[config.mk]
export PLATFORM = sky130hd
export DESIGN_NAME = tty_line_discipline
export DESIGN_NICKNAME = d
export VERILOG_FILES = /design/src/rtl/tld_pkg.sv /design/src/rtl/tld_ctrl.sv /design/src/rtl/tld_datapath.sv /design/src/rtl/tty_line_discipline.sv
export SDC_FILE = /design/constraint.sdc
export NUM_CORES = 1
export LEC_CHECK = 0
export BUFFER_PORTS_ARGS = -buffer_cell sky130_fd_sc_hd__buf_2
export CAP_MARGIN = 40
export CORE_ASPECT_RATIO = 0.5
export CORE_MARGIN = 10
export CORE_UTILIZATION = 62
export DETAILED_ROUTE_END_ITERATION = 16
export GPL_TIMING_DRIVEN = 0
export PLACE_DENSITY = 0.8
export SYNTH_ARGS = -nofsm -noshare
export SYNTH_HDL_FRONTEND = slang
export SYNTH_SLANG_ARGS = --single-unit
export TNS_END_PERCENT = 10
[constraint.sdc]
create_clock -name aclk -period 10.4 [get_ports aclk]
set_input_delay 2.08 -clock aclk [delete_from_list [all_inputs] [get_ports aclk]]
set_output_delay 2.08 -clock aclk [all_outputs]
set_load 0.01 [all_outputs]
[src/rtl/tld_pkg.sv]
// Shared types and constants of the terminal input line discipline.
package tld_pkg;

    localparam int CFG_IDX_W  = 3;
    localparam int CFG_DATA_W = 16;
    localparam int CNT_W      = 6;
    localparam int OUT_DATA_W = 48;
    localparam int OUT_USER_W = 3;

    localparam logic [CFG_IDX_W-1:0] CFG_INPUT_FLAGS = 3'd0;
    localparam logic [CFG_IDX_W-1:0] CFG_LOCAL_FLAGS = 3'd1;
    localparam logic [CFG_IDX_W-1:0] CFG_ERASE_KILL  = 3'd2;
    localparam logic [CFG_IDX_W-1:0] CFG_EOL_CHARS   = 3'd3;
    localparam logic [CFG_IDX_W-1:0] CFG_EOF_CHAR    = 3'd4;
    localparam logic [CFG_IDX_W-1:0] CFG_SIGNAL_CHARS = 3'd5;

    localparam logic [3:0]  RST_INPUT_FLAGS  = 4'd0;
    localparam logic [5:0]  RST_LOCAL_FLAGS  = 6'd0;
    localparam logic [15:0] RST_ERASE_KILL   = 16'd5503;
    localparam logic [15:0] RST_EOL_CHARS    = 16'd0;
    localparam logic [7:0]  RST_EOF_CHAR     = 8'd4;
    localparam logic [15:0] RST_SIGNAL_CHARS = 16'd7171;

    localparam logic [7:0] STRIP_MASK = 8'h7F;
    localparam logic [7:0] CH_NL      = 8'h0A;
    localparam logic [7:0] CH_CR      = 8'h0D;
    localparam logic [7:0] CH_BS      = 8'h08;
    localparam logic [7:0] CH_SP      = 8'h20;
    localparam logic [7:0] CH_CARET   = 8'h5E;
    localparam logic [7:0] CH_C       = 8'h43;
    localparam logic [7:0] CH_BSLASH  = 8'h5C;

    localparam logic [1:0] SIG_NONE = 2'd0;
    localparam logic [1:0] SIG_INTR = 2'd1;
    localparam logic [1:0] SIG_QUIT = 2'd2;

    typedef enum logic [3:0] {
        ST_IDLE,
        ST_DECODE,
        ST_POP_RD,
        ST_POP_UPD,
        ST_ERASE_RD,
        ST_ERASE_CHK,
        ST_BSB,
        ST_PUSH,
        ST_FINAL
    } tld_state_t;

    typedef struct packed {
        logic load;
        logic rd_head;
        logic rd_tail;
        logic pop_commit;
        logic erase_commit;
        logic push;
        logic emit_bsb;
        logic emit_final;
    } tld_cmd_t;

    typedef struct packed {
        logic is_pop;
        logic fill_zero;
        logic ignore_cr;
        logic is_erase;
        logic is_kill;
        logic is_signal;
        logic rd_line_end;
        logic out_free;
    } tld_status_t;

endpackage

[src/rtl/tld_ctrl.sv]
// Sequencing state machine of the terminal input line discipline.
module tld_ctrl (
    input  logic                 aclk,
    input  logic                 aresetn,
    input  logic                 s_tvalid,
    output logic                 s_tready,
    input  tld_pkg::tld_status_t status,
    output tld_pkg::tld_cmd_t    cmd
);
    import tld_pkg::*;

    tld_state_t state_reg;
    tld_state_t state_next;

    always_ff @(posedge aclk) begin
        if (!aresetn) begin
            state_reg <= ST_IDLE;
        end else begin
            state_reg <= state_next;
        end
    end

    always_comb begin
        state_next = state_reg;
        case (state_reg)
            ST_IDLE: begin
                if (s_tvalid) begin
                    state_next = ST_DECODE;
                end
            end
            ST_DECODE: begin
                if (status.is_pop) begin
                    state_next = status.fill_zero ? ST_FINAL : ST_POP_RD;
                end else if (status.ignore_cr) begin
                    state_next = ST_FINAL;
                end else if (status.is_erase || status.is_kill) begin
                    state_next = status.fill_zero ? ST_FINAL : ST_ERASE_RD;
                end else if (status.is_signal) begin
                    state_next = ST_FINAL;
                end else begin
                    state_next = ST_PUSH;
                end
            end
            ST_POP_RD:    state_next = ST_POP_UPD;
            ST_POP_UPD:   state_next = ST_FINAL;
            ST_ERASE_RD:  state_next = ST_ERASE_CHK;
            ST_ERASE_CHK: begin
                state_next = status.rd_line_end ? ST_FINAL : ST_BSB;
            end
            ST_BSB: begin
                if (status.out_free) begin
                    if (status.is_kill && !status.fill_zero) begin
                        state_next = ST_ERASE_RD;
                    end else begin
                        state_next = ST_FINAL;
                    end
                end
            end
            ST_PUSH:      state_next = ST_FINAL;
            ST_FINAL: begin
                if (status.out_free) begin
                    state_next = ST_IDLE;
                end
            end
            default:      state_next = ST_IDLE;
        endcase
    end

    always_comb begin
        s_tready = 1'b0;
        cmd      = '0;
        case (state_reg)
            ST_IDLE: begin
                s_tready = 1'b1;
                cmd.load = s_tvalid;
            end
            ST_POP_RD:    cmd.rd_head = 1'b1;
            ST_POP_UPD:   cmd.pop_commit = 1'b1;
            ST_ERASE_RD:  cmd.rd_tail = 1'b1;
            ST_ERASE_CHK: cmd.erase_commit = !status.rd_line_end;
            ST_BSB:       cmd.emit_bsb = status.out_free;
            ST_PUSH:      cmd.push = 1'b1;
            ST_FINAL:     cmd.emit_final = status.out_free;
            default: begin
                s_tready = 1'b0;
            end
        endcase
    end

endmodule

[src/rtl/tld_datapath.sv]
// Configuration, receive queue, character decode and result register.
module tld_datapath #(
    parameter int QUEUE_DEPTH = 32
) (
    input  logic                                aclk,
    input  logic                                aresetn,
    input  logic                                cfg_we,
    input  logic [tld_pkg::CFG_IDX_W-1:0]       cfg_index,
    input  logic [tld_pkg::CFG_DATA_W-1:0]      cfg_data,
    input  logic [7:0]                          s_tdata,
    input  logic                                s_tuser,
    output logic                                m_tvalid,
    input  logic                                m_tready,
    output logic [tld_pkg::OUT_DATA_W-1:0]      m_tdata,
    output logic [tld_pkg::OUT_USER_W-1:0]      m_tuser,
    output logic                                m_tlast,
    input  tld_pkg::tld_cmd_t                   cmd,
    output tld_pkg::tld_status_t                status
);
    import tld_pkg::*;

    localparam int IDX_W = $clog2(QUEUE_DEPTH);
    localparam int SUM_W = CNT_W + 1;

    logic [3:0]  iflags_reg;
    logic [5:0]  lflags_reg;
    logic [15:0] ek_reg;
    logic [15:0] eol_reg;
    logic [7:0]  eof_reg;
    logic [15:0] sigc_reg;

    logic        cmd_reg;
    logic [7:0]  ch_reg;
    logic        ign_reg;
    logic        rv_reg;

    logic [IDX_W-1:0] head_reg;
    logic [CNT_W-1:0] fill_reg;
    logic [CNT_W-1:0] lines_reg;

    logic [7:0] mem [QUEUE_DEPTH];
    logic [7:0] rd_data_reg;

    logic                  out_valid_reg;
    logic [OUT_DATA_W-1:0] out_data_reg;
    logic [OUT_USER_W-1:0] out_user_reg;
    logic                  out_last_reg;

    logic canon, echo_on, echoe, echok, echonl, sig_en;
    logic is_erase, is_kill, is_intr, is_quit, eot, queue_full;
    logic [7:0] ch_map;
    logic       ign_map;
    logic [SUM_W-1:0] tail_sum, last_sum;
    logic [IDX_W-1:0] tail_idx, last_idx, rd_addr;

    logic [1:0] fin_cnt, fin_sig;
    logic [7:0] fin_e1, fin_e2, fin_e3, fin_rb;
    logic [1:0] res_cnt, res_sig;
    logic [7:0] res_e1, res_e2, res_e3, res_rb;
    logic       res_rv;

    function automatic logic line_end(input logic [7:0] b, input logic [15:0] eol,
                                      input logic [7:0] eof);
        line_end = (b == CH_NL) || (b == eol[7:0]) || (b == eol[15:8]) || (b == eof);
    endfunction

    always_ff @(posedge aclk) begin
        if (!aresetn) begin
            iflags_reg <= RST_INPUT_FLAGS;
            lflags_reg <= RST_LOCAL_FLAGS;
            ek_reg     <= RST_ERASE_KILL;
            eol_reg    <= RST_EOL_CHARS;
            eof_reg    <= RST_EOF_CHAR;
            sigc_reg   <= RST_SIGNAL_CHARS;
        end else if (cfg_we) begin
            case (cfg_index)
                CFG_INPUT_FLAGS:  iflags_reg <= cfg_data[3:0];
                CFG_LOCAL_FLAGS:  lflags_reg <= cfg_data[5:0];
                CFG_ERASE_KILL:   ek_reg     <= cfg_data;
                CFG_EOL_CHARS:    eol_reg    <= cfg_data;
                CFG_EOF_CHAR:     eof_reg    <= cfg_data[7:0];
                CFG_SIGNAL_CHARS: sigc_reg   <= cfg_data;
                default: ;
            endcase
        end
    end

    // strip, then map newline and carriage return, or mark a carriage return as ignored
    always_comb begin
        ch_map  = iflags_reg[0] ? (s_tdata & STRIP_MASK) : s_tdata;
        ign_map = 1'b0;
        if (ch_map == CH_NL && iflags_reg[1]) begin
            ch_map = CH_CR;
        end else if (ch_map == CH_CR && iflags_reg[2]) begin
            ch_map = CH_NL;
        end else if (ch_map == CH_CR && iflags_reg[3]) begin
            ign_map = 1'b1;
        end
    end

    always_ff @(posedge aclk) begin
        if (cmd.load) begin
            cmd_reg <= s_tuser;
            ch_reg  <= ch_map;
            ign_reg <= ign_map;
        end
    end

    always_ff @(posedge aclk) begin
        if (!aresetn) begin
            rv_reg <= 1'b0;
        end else if (cmd.load) begin
            rv_reg <= 1'b0;
        end else if (cmd.pop_commit) begin
            rv_reg <= 1'b1;
        end
    end

    assign canon   = lflags_reg[0];
    assign echo_on = lflags_reg[1];
    assign echoe   = lflags_reg[2];
    assign echok   = lflags_reg[3];
    assign echonl  = lflags_reg[4];
    assign sig_en  = lflags_reg[5];

    assign eot      = canon && line_end(ch_reg, eol_reg, eof_reg);
    assign is_erase = canon && (ch_reg == ek_reg[7:0]);
    assign is_kill  = canon && !is_erase && (ch_reg == ek_reg[15:8]);
    assign is_intr  = sig_en && (ch_reg == sigc_reg[7:0]);
    assign is_quit  = sig_en && !is_intr && (ch_reg == sigc_reg[15:8]);

    assign queue_full = (fill_reg >= CNT_W'(QUEUE_DEPTH));

    // wrap head + fill and head + fill - 1 into the ring
    always_comb begin
        tail_sum = SUM_W'(head_reg) + SUM_W'(fill_reg);
        last_sum = tail_sum - SUM_W'(1);
        if (tail_sum >= SUM_W'(QUEUE_DEPTH)) begin
            tail_sum = tail_sum - SUM_W'(QUEUE_DEPTH);
        end
        if (last_sum >= SUM_W'(QUEUE_DEPTH)) begin
            last_sum = last_sum - SUM_W'(QUEUE_DEPTH);
        end
        tail_idx = tail_sum[IDX_W-1:0];
        last_idx = last_sum[IDX_W-1:0];
        rd_addr  = cmd.rd_tail ? last_idx : head_reg;
    end

    always_ff @(posedge aclk) begin
        if (cmd.push && !queue_full) begin
            mem[tail_idx] <= ch_reg;
        end
        if (cmd.rd_head || cmd.rd_tail) begin
            rd_data_reg <= mem[rd_addr];
        end
    end

    always_ff @(posedge aclk) begin
        if (!aresetn) begin
            head_reg  <= '0;
            fill_reg  <= '0;
            lines_reg <= '0;
        end else if (cmd.pop_commit) begin
            head_reg <= (head_reg == IDX_W'(QUEUE_DEPTH - 1)) ? '0 : head_reg + IDX_W'(1);
            fill_reg <= fill_reg - CNT_W'(1);
            if (line_end(rd_data_reg, eol_reg, eof_reg) && lines_reg != '0) begin
                lines_reg <= lines_reg - CNT_W'(1);
            end
        end else if (cmd.erase_commit) begin
            fill_reg <= fill_reg - CNT_W'(1);
        end else if (cmd.push && !queue_full) begin
            fill_reg <= fill_reg + CNT_W'(1);
            if (eot && lines_reg < CNT_W'(QUEUE_DEPTH)) begin
                lines_reg <= lines_reg + CNT_W'(1);
            end
        end
    end

    // final word of an item
    always_comb begin
        fin_cnt = 2'd0;
        fin_sig = SIG_NONE;
        fin_e1  = '0;
        fin_e2  = '0;
        fin_e3  = '0;
        fin_rb  = '0;
        if (cmd_reg) begin
            fin_rb = rv_reg ? rd_data_reg : 8'd0;
        end else if (ign_reg) begin
            fin_cnt = 2'd0;
        end else if (is_erase) begin
            if (!echoe && echo_on) begin
                fin_cnt = 2'd1;
                fin_e1  = ch_reg;
            end
        end else if (is_kill) begin
            if (!echoe && echo_on) begin
                fin_cnt = 2'd1;
                fin_e1  = ch_reg;
                if (echok) begin
                    fin_cnt = 2'd2;
                    fin_e2  = CH_NL;
                end
            end
        end else if (is_intr) begin
            fin_sig = SIG_INTR;
            if (echo_on) begin
                fin_cnt = 2'd2;
                fin_e1  = CH_CARET;
                fin_e2  = CH_C;
            end
        end else if (is_quit) begin
            fin_sig = SIG_QUIT;
            if (echo_on) begin
                fin_cnt = 2'd2;
                fin_e1  = CH_CARET;
                fin_e2  = CH_BSLASH;
            end
        end else if (echo_on) begin
            fin_cnt = 2'd1;
            fin_e1  = ch_reg;
        end else if (echonl && eot && ch_reg == CH_NL) begin
            fin_cnt = 2'd1;
            fin_e1  = CH_NL;
        end
    end

    always_comb begin
        if (cmd.emit_bsb) begin
            res_cnt = echo_on ? 2'd3 : 2'd0;
            res_e1  = echo_on ? CH_BS : 8'd0;
            res_e2  = echo_on ? CH_SP : 8'd0;
            res_e3  = echo_on ? CH_BS : 8'd0;
            res_sig = SIG_NONE;
            res_rb  = '0;
            res_rv  = 1'b0;
        end else begin
            res_cnt = fin_cnt;
            res_e1  = fin_e1;
            res_e2  = fin_e2;
            res_e3  = fin_e3;
            res_sig = fin_sig;
            res_rb  = fin_rb;
            res_rv  = cmd_reg && rv_reg;
        end
    end

    always_ff @(posedge aclk) begin
        if (!aresetn) begin
            out_valid_reg <= 1'b0;
        end else if (cmd.emit_bsb || cmd.emit_final) begin
            out_valid_reg <= 1'b1;
        end else if (m_tready) begin
            out_valid_reg <= 1'b0;
        end
    end

    always_ff @(posedge aclk) begin
        if (cmd.emit_bsb || cmd.emit_final) begin
            out_data_reg <= {2'b00, lines_reg, fill_reg, res_rb, res_e3, res_e2, res_e1,
                             res_cnt};
            out_user_reg <= {res_rv, res_sig};
            out_last_reg <= cmd.emit_final;
        end
    end

    assign m_tvalid = out_valid_reg;
    assign m_tdata  = out_data_reg;
    assign m_tuser  = out_user_reg;
    assign m_tlast  = out_last_reg;

    assign status.is_pop      = cmd_reg;
    assign status.fill_zero   = (fill_reg == '0);
    assign status.ignore_cr   = ign_reg;
    assign status.is_erase    = is_erase;
    assign status.is_kill     = is_kill;
    assign status.is_signal   = is_intr || is_quit;
    assign status.rd_line_end = line_end(rd_data_reg, eol_reg, eof_reg);
    assign status.out_free    = !out_valid_reg || m_tready;

endmodule

[src/rtl/tty_line_discipline.sv]
// Top level of the terminal input line discipline.
//
//  channel  direction  payload
//  s_*      in         tdata: rx_byte[7:0]; tuser: command[0]
//  m_*      out        tdata: echo_count, echo_first, echo_second, echo_third, read_byte,
//                      queued_count, line_count; tuser: signal_kind, read_valid; tlast
//  cfg_*    in         write enable, register index, 16-bit data
//
// One word at a time: an ignored CR, a signal, or a pop, erase or kill on an empty queue goes
// straight to its result; a queued byte is first written; a pop first does a registered queue
// read. Erase removes one byte and kill repeats until the queue is empty; a line end stops both.
// A new word is taken while the last result still waits in the output register.
// Reset clears configuration, queue pointers and line count; queue contents are not cleared.
// A stalled output holds the sequencer in its emit state.
module tty_line_discipline #(
    parameter int QUEUE_DEPTH = 32
) (
    input  logic                                aclk,
    input  logic                                aresetn,
    input  logic                                cfg_we,
    input  logic [tld_pkg::CFG_IDX_W-1:0]       cfg_index,
    input  logic [tld_pkg::CFG_DATA_W-1:0]      cfg_data,
    input  logic                                s_tvalid,
    output logic                                s_tready,
    input  logic [7:0]                          s_tdata,  // rx_byte[7:0]
    input  logic                                s_tuser,  // command[0]
    output logic                                m_tvalid,
    input  logic                                m_tready,
    // echo_count[1:0] echo_first[9:2] echo_second[17:10] echo_third[25:18]
    // read_byte[33:26] queued_count[39:34] line_count[45:40]
    output logic [tld_pkg::OUT_DATA_W-1:0]      m_tdata,
    output logic [tld_pkg::OUT_USER_W-1:0]      m_tuser,  // signal_kind[1:0] read_valid[2]
    output logic                                m_tlast
);
    import tld_pkg::*;

    tld_cmd_t    cmd;
    tld_status_t status;

    tld_ctrl u_ctrl (
        .aclk     (aclk),
        .aresetn  (aresetn),
        .s_tvalid (s_tvalid),
        .s_tready (s_tready),
        .status   (status),
        .cmd      (cmd)
    );

    tld_datapath #(
        .QUEUE_DEPTH (QUEUE_DEPTH)
    ) u_datapath (
        .aclk      (aclk),
        .aresetn   (aresetn),
        .cfg_we    (cfg_we),
        .cfg_index (cfg_index),
        .cfg_data  (cfg_data),
        .s_tdata   (s_tdata),
        .s_tuser   (s_tuser),
        .m_tvalid  (m_tvalid),
        .m_tready  (m_tready),
        .m_tdata   (m_tdata),
        .m_tuser   (m_tuser),
        .m_tlast   (m_tlast),
        .cmd       (cmd),
        .status    (status)
    );

endmodule
==> flow_summary.json <==
{
  "avgSynthCellArea_um2": 14.1,
  "synth_edf_count": 314,
  "ir_worst_vdd_v": 0.000111,
  "synth_ff_type": "edfxtp_1",
  "r2r-end": "u_datapath.rd_data_reg[0]",
  "wl_per_cell_um": 23.6,
  "timing.hold.ws_ps": 471,
  "finalCritPeriodShare": 0.397,
  "clk_pin_slew_ps": 70,
  "start_kind": "flip-flop",
  "h-tree-depth": 2,
  "final.setup.tns_ps": 0,
  "worst-r2r-setup-slack_ps": 6270,
  "syn_inst": 1240,
  "finalPower_mw": 3.79,
  "area_growth_pct": 12.7,
  "dieArea_um2": 35600,
  "drt-initial-drc-count": 1298,
  "core_um2": 27700,
  "r2r_start": "u_datapath.fill_reg[0]",
  "finalCriticalPeriod_ps": 4130,
  "vias": 11100,
  "cts_resized": 0,
  "final_util": 0.709,
  "drt-vias-per-instance": 6.24,
  "place_hpwl_um": 28600,
  "drive_gt1_frac": 0.181,
  "gp_congestion": 0.941,
  "finish.instance_area_um2": 19600,
  "finalSetupViolCount": 0,
  "powerDensity_nw_per_um2": 193,
  "cp_max_fo": 10,
  "clock_path_buffers": 3,
  "place_area_um2": 18500,
  "layoutNonFillerInstCount": 1784,
  "clock-root-buffer": "clkbuf_16",
  "grt-ovfl-total": 0,
  "grt_first_pass_wirelength_um": 64600,
  "grt_pass1_vias": 11000,
  "synth.distinct_cells": 63,
  "clock_sinks": 403,
  "cts_tree": "yes",
  "ant_nets": 0,
  "min_path_cells": 2,
  "syn_area_um2": 17400,
  "fillers": 1750,
  "fmax_mhz": 242,
  "worstRegToRegCells": 10,
  "rsz0062_at_grt": "no",
  "die_x_um": 257,
  "layout_setup_ws_ps": 6270,
  "die_h_um": 139,
  "row_count": 43,
  "async_flop_share": 0,
  "worstMarginPinSlew_ps": 967,
  "cellLeakagePower_nw": 7.02,
  "status": "finished, final reports clean",
  "drc_errors": 0,
  "worst_ep_required_time_ps": 10680,
  "postCtsHoldBufs": 0,
  "track_usage": 0.232,
  "crit_type": "flip-flop to flip-flop",
  "cp_data_arrival_time_ps": 4410,
  "first_pass_iters": 5,
  "cp-end-kind": "flip-flop",
  "min_path_type": "flip-flop to flip-flop",
  "hold_end": "u_datapath.sigc_reg[7]",
  "routed_wl_um": 42200,
  "port-buffer-count": 75,
  "synth_warnings": 0,
  "postCtsSetupBuffers": 0,
  "worstSkewPairLatency_ps": 550,
  "maxSlewHeadroom": 0.355,
  "initial_core_util": 0.629,
  "largest_register_ffs": 256,
  "min_from": "u_datapath.sigc_reg[7]",
  "drv_cap": 0,
  "top_register": "u_datapath.mem",
  "placement.setup.worst_slack_ps": 6080,
  "drv_slew": 0,
  "grt_max_degree": 30,
  "grt_antenna_before_repair": 0,
  "hold_violations": 0,
  "io-pin-count": 87,
  "cts-buffers-inserted": 36,
  "fin_nets": 1428,
  "finClkSkew_ps": 20.2,
  "yosysSeqAreaShare": 0.643,
  "dp.cells": 1719,
  "ys_ff_latch": 403
}
metal layers:
layer  global-route usage  vias up  share of wire
li1                     -     4860              -
met5                    0        -              0
met1                0.306     5524           0.40
met3               0.0371      101          0.085
met2                0.383      643           0.49
met4               0.0883        0          0.030
worst max path at each step:
stage / start / end / slack [ps] / cells after the start
6_report: u_datapath.fill_reg[0] / u_datapath.rd_data_reg[0] / 6270 / 10
5_1_grt: u_datapath.fill_reg[0] / u_datapath.rd_data_reg[0] / 6050 / 10
4_1_cts: u_datapath.fill_reg[0] / u_datapath.rd_data_reg[0] / 6310 / 10
3_5_place_dp: m_tready / u_datapath.m_tdata[1] / 6080 / 8
3_3_place_gp: m_tready / u_datapath.m_tdata[27] / 3730 / 3
2_1_floorplan: m_tready / u_datapath.m_tdata[0] / 5020 / 2
cell families (layout without fill, tap and decap cells):
family,Yosys count,after routing,share of synthesized area
other,1,11,0.000215
and+or+nand+nor,378,378,0.101
adders and majority gates,20,20,0.0152
AOI/OAI and AO/OA,124,124,0.0429
buffers and inverters,84,236,0.0250
xor gates and xnor gates,94,94,0.0480
DFF,403,403,0.643
muxes,136,136,0.125
cells in the final DEF (no fill, tap or decap), drive strengths merged, types with 3 or more instances in the layout:
master and count:
edfxtp 314, nand2 155, buf 122, dfxtp 89, clkbuf 81, xnor2 80
nor2 76, a21oi 70, mux4 64, mux2i 63, nand3 37, nand4 18
ha 18, nor3 18, inv 18, o21ai 17, and2 15, xor2 13
nand2b 12, clkinv 11, nor4 10, conb 10, mux2 9, nor2b 7
a21o 7, and3 7, or2 6, a31oi 5, or3 5, o21a 4
bufinv 3, a21boi 3
where the power goes:
group | internal (mW) | switching, mW | leakage, nW
clock | 0.740 | 0.584 | 0.560
sequential | 1.84 | 0.0689 | 3.56
combinational | 0.231 | 0.332 | 2.90
total | 2.81 | 0.985 | 7.02
synthesized netlist by cell type (all sizes together) (18+ instances only):
cell | n | area share
dfxtp | 89 | 0.10
edfxtp | 314 | 0.54
nor3 | 18 | 0.0052
mux4 | 64 | 0.083
buf | 34 | 0.014
clkbuf | 33 | 0.0071
nand4 | 18 | 0.0065
nor2 | 76 | 0.016
a21oi | 70 | 0.020
xnor2 | 80 | 0.040
mux2i | 63 | 0.036
nand2 | 155 | 0.033
nand3 | 37 | 0.011
ha | 18 | 0.013
final cells by class:
class | count | area [um2] | share of cell area
flip-flops and latches | 403 | 11200 | 0.571
plain buffers | 67 | 373 | 0.0190
repair buffers | 88 | 544 | 0.0277
multi-input cells | 762 | 5820 | 0.296
clock buffers | 48 | 976 | 0.0497
inverters | 17 | 63.8 | 0.00325
well taps | 382 | 478 | 0.0243
diodes | 1 | 2.50 | 0.000127
clock inverters | 16 | 171 | 0.00873
critical path: stages, from the launching register on:
cell and delay [ps]:
dfxtp_1 430, ha_1 290, fa_1 430, xor2_1 480, nor3_1 120, xnor3_1 200
mux2i_1 700, buf_4 360, mux2i_1 340, mux2i_1 200, mux2_2 310
(Power assumes the default switching activity.)
